[src/hw/rtl/blt_pkg.sv]
package blt_pkg;

	localparam int CNT_W = 6;
	localparam logic [CNT_W-1:0] TOKEN_MAX = 6'd32;

	localparam int MAX_RES = 3;
	localparam int RES_N_W = 2;

	localparam int QDEPTH = 4;
	localparam int QPTR_W = $clog2(QDEPTH);
	localparam int QCNT_W = $clog2(QDEPTH + 1);

	localparam logic [7:0] CH_LESS    = 8'h3C;
	localparam logic [7:0] CH_GREATER = 8'h3E;
	localparam logic [7:0] CH_EQUAL   = 8'h3D;
	localparam logic [7:0] CH_DQUOTE  = 8'h22;
	localparam logic [7:0] CH_APOS    = 8'h27;
	localparam logic [7:0] CH_UNDER   = 8'h5F;
	localparam logic [7:0] CH_DOT     = 8'h2E;
	localparam logic [7:0] CH_SPACE   = 8'h20;
	localparam logic [7:0] CH_TAB     = 8'h09;
	localparam logic [7:0] CH_NUL     = 8'h00;

	localparam logic KIND_CHAR = 1'b0;
	localparam logic KIND_END  = 1'b1;

	localparam logic [1:0] HELD_NONE    = 2'd0;
	localparam logic [1:0] HELD_LESS    = 2'd1;
	localparam logic [1:0] HELD_GREATER = 2'd2;

	typedef struct packed {
		logic       kind;
		logic [7:0] ch;
	} item_t;

	// all results raised by one input word
	typedef struct packed {
		logic [RES_N_W-1:0]      n;
		item_t [MAX_RES-1:0]     items;
	} bundle_t;

endpackage

[src/hw/rtl/blt_front.sv]
module blt_front
	import blt_pkg::*;
(
	input  logic       clk,
	input  logic       arst_n,
	input  logic       accept,
	input  logic [7:0] char_in,
	input  logic       line_end,
	output logic       bundle_push,
	output bundle_t    bundle
);

	logic [CNT_W-1:0] count_q;
	logic             quote_q;
	logic [1:0]       held_q;
	logic             skip_q;

	logic [CNT_W-1:0] count_d;
	logic             quote_d;
	logic [1:0]       held_d;
	logic             skip_d;
	bundle_t          b;

	function automatic bundle_t put_item(bundle_t bi, logic kind, logic [7:0] ch);
		bundle_t bo;
		bo = bi;
		if (bi.n != RES_N_W'(MAX_RES)) begin
			bo.items[bi.n].kind = kind;
			bo.items[bi.n].ch   = ch;
			bo.n                = bi.n + RES_N_W'(1);
		end
		return bo;
	endfunction

	function automatic logic is_word(logic [7:0] c);
		return (c >= 8'h41 && c <= 8'h5A) || (c >= 8'h61 && c <= 8'h7A) ||
		       (c >= 8'h30 && c <= 8'h39) || c == CH_DOT || c == CH_UNDER;
	endfunction

	always_comb begin
		logic pair;
		logic done;
		count_d = count_q;
		quote_d = quote_q;
		held_d  = held_q;
		skip_d  = skip_q;
		b       = '0;
		pair    = 1'b0;
		done    = 1'b0;

		if (!skip_q && char_in != CH_NUL) begin
			if (held_d != HELD_NONE) begin
				pair = (held_d == HELD_LESS && (char_in == CH_EQUAL || char_in == CH_GREATER)) ||
				       (held_d == HELD_GREATER && char_in == CH_EQUAL);
				held_d = HELD_NONE;
				if (pair) begin
					b = put_item(b, KIND_CHAR, char_in);
					done = 1'b1;
				end
				b = put_item(b, KIND_END, CH_NUL);
				count_d = '0;
			end

			if (!done) begin
				if (char_in == CH_DQUOTE && quote_d) begin
					b = put_item(b, KIND_CHAR, char_in);
					b = put_item(b, KIND_END, CH_NUL);
					count_d = '0;
					quote_d = 1'b0;
				end else if (char_in == CH_DQUOTE || is_word(char_in) || quote_d) begin
					if (char_in == CH_DQUOTE)
						quote_d = 1'b1;
					b = put_item(b, KIND_CHAR, char_in);
					count_d = count_d + CNT_W'(1);
					if (count_d >= TOKEN_MAX) begin
						b = put_item(b, KIND_END, CH_NUL);
						count_d = '0;
						quote_d = 1'b0;
					end
				end else if (char_in == CH_SPACE || char_in == CH_TAB) begin
					if (count_d != '0) begin
						b = put_item(b, KIND_END, CH_NUL);
						count_d = '0;
					end
				end else if (char_in == CH_APOS) begin
					if (count_d != '0) begin
						b = put_item(b, KIND_END, CH_NUL);
						count_d = '0;
					end
					skip_d = 1'b1;
				end else begin
					if (count_d != '0) begin
						b = put_item(b, KIND_END, CH_NUL);
						count_d = '0;
					end
					b = put_item(b, KIND_CHAR, char_in);
					if (char_in == CH_LESS) begin
						held_d  = HELD_LESS;
						count_d = CNT_W'(1);
					end else if (char_in == CH_GREATER) begin
						held_d  = HELD_GREATER;
						count_d = CNT_W'(1);
					end else begin
						b = put_item(b, KIND_END, CH_NUL);
						count_d = '0;
					end
				end
			end
		end

		if (line_end) begin
			if (count_d != '0 || held_d != HELD_NONE || quote_d)
				b = put_item(b, KIND_END, CH_NUL);
			count_d = '0;
			quote_d = 1'b0;
			held_d  = HELD_NONE;
			skip_d  = 1'b0;
		end
	end

	assign bundle      = b;
	assign bundle_push = accept && (b.n != '0);

	always_ff @(posedge clk or negedge arst_n) begin
		if (!arst_n) begin
			count_q <= '0;
			quote_q <= 1'b0;
			held_q  <= HELD_NONE;
			skip_q  <= 1'b0;
		end else if (accept) begin
			count_q <= count_d;
			quote_q <= quote_d;
			held_q  <= held_d;
			skip_q  <= skip_d;
		end
	end

endmodule

[src/hw/rtl/blt_queue.sv]
module blt_queue
	import blt_pkg::*;
(
	input  logic    clk,
	input  logic    arst_n,
	input  logic    wr_en,
	input  bundle_t wr_data,
	input  logic    rd_en,
	output bundle_t rd_data,
	output logic    full,
	output logic    not_empty
);

	bundle_t           mem_q [QDEPTH];
	logic [QPTR_W-1:0] wr_ptr_q;
	logic [QPTR_W-1:0] rd_ptr_q;
	logic [QCNT_W-1:0] count_q;

	logic do_wr;
	logic do_rd;

	assign full      = (count_q == QCNT_W'(QDEPTH));
	assign not_empty = (count_q != '0);
	assign do_wr     = wr_en && !full;
	assign do_rd     = rd_en && not_empty;
	assign rd_data   = mem_q[rd_ptr_q];

	always_ff @(posedge clk) begin
		if (do_wr)
			mem_q[wr_ptr_q] <= wr_data;
	end

	always_ff @(posedge clk or negedge arst_n) begin
		if (!arst_n) begin
			wr_ptr_q <= '0;
			rd_ptr_q <= '0;
			count_q  <= '0;
		end else begin
			if (do_wr)
				wr_ptr_q <= wr_ptr_q + QPTR_W'(1);
			if (do_rd)
				rd_ptr_q <= rd_ptr_q + QPTR_W'(1);
			case ({do_wr, do_rd})
				2'b10:   count_q <= count_q + QCNT_W'(1);
				2'b01:   count_q <= count_q - QCNT_W'(1);
				default: count_q <= count_q;
			endcase
		end
	end

endmodule

[src/hw/rtl/blt_back.sv]
module blt_back
	import blt_pkg::*;
(
	input  logic       clk,
	input  logic       arst_n,
	input  bundle_t    head,
	input  logic       head_valid,
	input  logic       pop,
	output logic       head_done,
	output logic       empty,
	output logic       item_kind,
	output logic [7:0] token_char,
	output logic       run_last
);

	logic [RES_N_W-1:0] idx_q;
	logic               last;
	logic               take;

	assign empty      = !head_valid;
	assign take       = pop && head_valid;
	assign last       = (idx_q == head.n - RES_N_W'(1));
	assign item_kind  = head.items[idx_q].kind;
	assign token_char = head.items[idx_q].ch;
	assign run_last   = last;
	assign head_done  = take && last;

	// walks through the head bundle one word per pop
	always_ff @(posedge clk or negedge arst_n) begin
		if (!arst_n)
			idx_q <= '0;
		else if (take) begin
			if (last)
				idx_q <= '0;
			else
				idx_q <= idx_q + RES_N_W'(1);
		end
	end

endmodule

[src/hw/rtl/basic_line_tokenizer.sv]
// Line tokenizer: one byte per pushed word, up to three result words per byte
// (token characters and end-of-token marks, run_last on the final one). A byte
// is taken every cycle while the four-bundle queue between the classifier and
// the output serialiser has room; results leave at one word per cycle while pop
// is high, and every result a byte raises takes a pop of its own. Bytes that
// raise no result never enter the queue.
module basic_line_tokenizer
	import blt_pkg::*;
(
	input  logic       clk,
	input  logic       arst_n,
	input  logic       push,
	output logic       full,
	input  logic [7:0] char_in,
	input  logic       line_end,
	output logic       empty,
	input  logic       pop,
	output logic       item_kind,
	output logic [7:0] token_char,
	output logic       run_last
);

	logic    accept;
	logic    bundle_push;
	bundle_t bundle;
	bundle_t head;
	logic    head_valid;
	logic    head_done;

	assign accept = push && !full;

	blt_front u_front (
		.clk         (clk),
		.arst_n      (arst_n),
		.accept      (accept),
		.char_in     (char_in),
		.line_end    (line_end),
		.bundle_push (bundle_push),
		.bundle      (bundle)
	);

	blt_queue u_queue (
		.clk       (clk),
		.arst_n    (arst_n),
		.wr_en     (bundle_push),
		.wr_data   (bundle),
		.rd_en     (head_done),
		.rd_data   (head),
		.full      (full),
		.not_empty (head_valid)
	);

	blt_back u_back (
		.clk        (clk),
		.arst_n     (arst_n),
		.head       (head),
		.head_valid (head_valid),
		.pop        (pop),
		.head_done  (head_done),
		.empty      (empty),
		.item_kind  (item_kind),
		.token_char (token_char),
		.run_last   (run_last)
	);

endmodule

[config.mk]
export PLATFORM = sky130hd
export DESIGN_NAME = basic_line_tokenizer
export DESIGN_NICKNAME = d
export VERILOG_FILES = /design/src/hw/rtl/blt_pkg.sv /design/src/hw/rtl/blt_front.sv /design/src/hw/rtl/blt_queue.sv /design/src/hw/rtl/blt_back.sv /design/src/hw/rtl/basic_line_tokenizer.sv
export SDC_FILE = /design/constraint.sdc
export NUM_CORES = 1
export LEC_CHECK = 0
export BUFFER_PORTS_ARGS = -buffer_cell sky130_fd_sc_hd__buf_2
export CAP_MARGIN = 20
export CORE_MARGIN = 3
export CORE_UTILIZATION = 55
export DETAILED_ROUTE_END_ITERATION = 7
export PLACE_DENSITY_LB_ADDON = 0.25
export SYNTH_ARGS = -nofsm -noshare
export SYNTH_HDL_FRONTEND = slang
export SYNTH_SLANG_ARGS = --single-unit
[constraint.sdc]
create_clock -name clk -period 6.1 [get_ports clk]
set_input_delay 0.61 -clock clk [delete_from_list [all_inputs] [get_ports clk]]
set_output_delay 0.61 -clock clk [all_outputs]
set_load 0.02 [all_outputs]
==> impl_results.md <==
* Peak supply drop at 0.211 mV
* Nets at 521
* Layout Utilization at 0.639
* Setup TNS at 0 ps
* Syn-to-layout area delta at 12.1%
* Area share of the largest cell type after synthesis at 0.528
* Final Instance Area at 7390 um^2
* CP max stage cell: nor2_1
* Fraction of registers with async set/reset at 0.141
* All-Layer GR Usage at 0.227
* Grt ovf at 0
* WL per Instance at 21.1 um
* Die X at 115 um
* Critical Path Max Stage Delay at 690 ps
* Fraction of layout cells with a size suffix above 1 at 0.203
* 1st-pass router iterations at 5
* Effective utilization at floorplan at 0.570
* Skew final at 8.66 ps
* Syn_area_per_cell at 13.7 um^2
* R2R depth at 15
* Highest Clock Rate at 0.239 GHz
* Die area at 13300 um^2
* CP required at 6440 ps
* Reg2reg setup slack at 1910 ps
* First-pass GRT wire length at 22500 um
* Number of global-route vias before repair at 4170
* Fillers at 837
* Post-DRT Antenna Nets at 0
* Post-CTS Resized at 0
* Reg-to-reg endpoint: u_queue.count_q[1]$_DFFE_PN0P_
* Fin crit period at 4190 ps
* Worst r2r src: u_front.held_q[0]$_DFFE_PN0P_
* Register area share after synthesis at 0.601
* Longest Clk Path Bufs at 2
* Cells along the critical path: nor2_1 > nand2_1 > ha_1 > nand2_1 > nor2_1 > o21ai_0 > o31ai_1 > o21ai_0 > o21ai_1 > a31oi_4 > inv_1 > ha_1 > inv_1 > fa_1 > o21ai_0
* Power Dens Cells at 481 nW/um^2
* Number of diodes at 0
* Pin count of the biggest net entering global routing at 32
* Clock root cell: clkbuf_16
* Relative slew margins at 0.366
* CP Data Arrival Time at 4530 ps
* Number of synthesized flops with an enable pin at 116
* Setup CP Type: flip-flop to flip-flop
* # setup viols final at 0
* RSZ-0062 raised after global routing: no
* Synth warn at 0
* Startpoint class of the critical path: flip-flop
* Setup Buffers After CTS at 0
* GPL Wtd Cong at 0.902
* Initial antenna violation count at 0
* Post-DP HPWL at 8970 um
* Leakage at 2.64 nW
* Worst-Skew Late Latency at 420 ps
* Synth Flop Type: edfxtp_1
* DR iter-0 viols at 302
* Cell Area, Synth at 6590 um^2
* Worst-Margin Slew at 946 ps
* Ports at 25
* Total power at 0.00356 W
* Average via count per standard cell at 6.25
* Die height at 115 um
* CP endpoint kind: flip-flop
* Final worst-path cycle share at 0.686
* Most used cell, CP: o21ai_0
* Flops & latches, synth at 135
* Cells after Synth at 480
* H-tree levels at 4
* # DRC at 0
* CP max FO at 12
* Core Rows at 39
* Status: finished, final reports clean
* Pins Over Slew Limit at 0
* Top cell type by total area after synthesis: edfxtp_1
* Clk sinks at 135
* Final Hold Fails at 0
* TritonCTS Buffers at 17
* Synth Net Count at 501
* Clock Pin Slew Worst Setup and Hold Paths at 60 ps
* Port buffer count at 24
* Core ar. at 11600 um^2
* Hold crit path type: primary input to asynchronous set/reset pin
* Synth unique cells at 64
* CTS tree: yes
* Max Cap Viol at 0
* Top cells by area, synth: edfxtp_1 53%, mux4_2 9.9%, dfrtp_1 7.2%
* Via count at 4094
* Final WL at 13800 um
* Cts hold-fix bufs at 0
* Placed Area at 6800 um^2
==> cell usage after synthesis (all sizes together), types with 4 or more instances <==
master / instances
nand2b: 5
o22ai: 11
xor2: 5
xnor2: 8
nand3: 14
a21o: 4
mux4: 29
nor4: 7
nor2: 23
ha: 7
and2: 31
a21oi: 14
inv: 21
nor3: 6
clkbuf: 11
edfxtp: 116
a211oi: 4
or2: 4
a31oi: 9
o21ai: 29
nor2b: 7
nand2: 28
dfrtp: 19
buf: 18
mux2i: 11
nand4: 6
==> worst max-delay path by stage <==
| stage | from | endpoint | depth (start not counted) |
|---|---|---|---|
| 2_1_floorplan | char_in[4] | u_queue.mem_q[0][0]$_DFFE_PP_ | 11 |
| 3_3_place_gp | u_front.held_q[0]$_DFFE_PN0P_ | u_queue.count_q[2]$_DFFE_PN0P_ | 17 |
| 3_5_place_dp | u_front.held_q[0]$_DFFE_PN0P_ | u_queue.count_q[1]$_DFFE_PN0P_ | 15 |
| 4_1_cts | u_front.held_q[0]$_DFFE_PN0P_ | u_queue.count_q[1]$_DFFE_PN0P_ | 15 |
| 5_1_grt | u_front.held_q[0]$_DFFE_PN0P_ | u_queue.count_q[1]$_DFFE_PN0P_ | 15 |
| 6_report | u_front.held_q[0]$_DFFE_PN0P_ | u_queue.count_q[1]$_DFFE_PN0P_ | 15 |
==> final cells by class <==
cell class / count / area, um^2 / area share
inverters: 21 / 78.8 / 0.0107
clock buffers: 17 / 425 / 0.0576
well taps: 143 / 179 / 0.0242
repair buffers: 30 / 165 / 0.0224
clock inverters: 14 / 158 / 0.0213
flip-flops and latches: 135 / 3960 / 0.536
multi-input cells: 295 / 2420 / 0.328
==> cells by family after synthesis <==
logic type | Yosys count | share of synthesized area
muxes | 41 | 0.118
buffers and inverters | 50 | 0.0321
AOI/OAI and AO/OA | 91 | 0.0923
xor gates and xnor gates | 13 | 0.0184
DFF | 135 | 0.601
adders and majority gates | 8 | 0.0163
and+or+nand+nor | 142 | 0.122
==> routing by layer <==
| layer | track usage | vias to the layer above | part of all wire | routed length (um) |
|---|---|---|---|---|
| met5 | 0 | - | 0 | 0 |
| met2 | 0.365 | 132 | 0.50 | 6910 |
| met1 | 0.307 | 2059 | 0.43 | 5950 |
| li1 | - | 1889 | - | - |
| met4 | 0.0696 | 0 | 0.011 | 155 |
| met3 | 0.0621 | 14 | 0.060 | 824 |
==> sequential cells by signal (all words and copies together) (netlist names) <==
name / cells
u_queue.mem_q: 116
u_front.count_q: 6
u_queue.count_q: 3
u_back.idx_q: 2
u_front.held_q: 2
u_queue.rd_ptr_q: 2
u_queue.wr_ptr_q: 2
u_front.quote_q: 1
u_front.skip_q: 1
==> power breakdown <==
part,switching (W),total [W],leakage (nW),internal [W]
sequential,0.000117,0.00138,1.32,0.00127
combinational,0.000681,0.00117,1.03,0.000488
clock,0.000370,0.00100,0.281,0.000634
==> stage by stage <==
step / setup slack [ps] / std cells / hold WS (ps)
2_1_floorplan: 2510 / 480 / 314
3_3_place_gp: 2040 / 624 / 474
3_5_place_dp: 2000 / 624 / 480
4_1_cts: 1960 / 655 / 135
5_1_grt: 1580 / 655 / 143
6_report: 1910 / 655 / 125
==> critical path, delay by kind of cell (launching register included) <==
family                     cells  cell delay [ps]
AOI/OAI and AO/OA              6             1180
and+or+nand+nor                4             1300
DFF                            1              450
adders and majority gates      3             1020
buffers and inverters          2              140
==> cell usage in the layout, fill, tap and decap left out, types with 11 or more instances in the layout <==
| cell type | Yosys | routed |
|---|---|---|
| o21ai_0 | 25 | 25 |
| dfrtp_1 | 19 | 18 |
| clkbuf_16 | 0 | 17 |
| nand2_1 | 28 | 28 |
| a21oi_1 | 14 | 14 |
| nand3_1 | 13 | 13 |
| mux2i_1 | 11 | 11 |
| o22ai_1 | 11 | 11 |
| edfxtp_1 | 116 | 116 |
| nor2_1 | 23 | 23 |
| mux4_2 | 29 | 29 |
| inv_1 | 21 | 21 |
| buf_2 | 10 | 24 |
| and2_1 | 31 | 31 |
(Power assumes the default switching activity.)
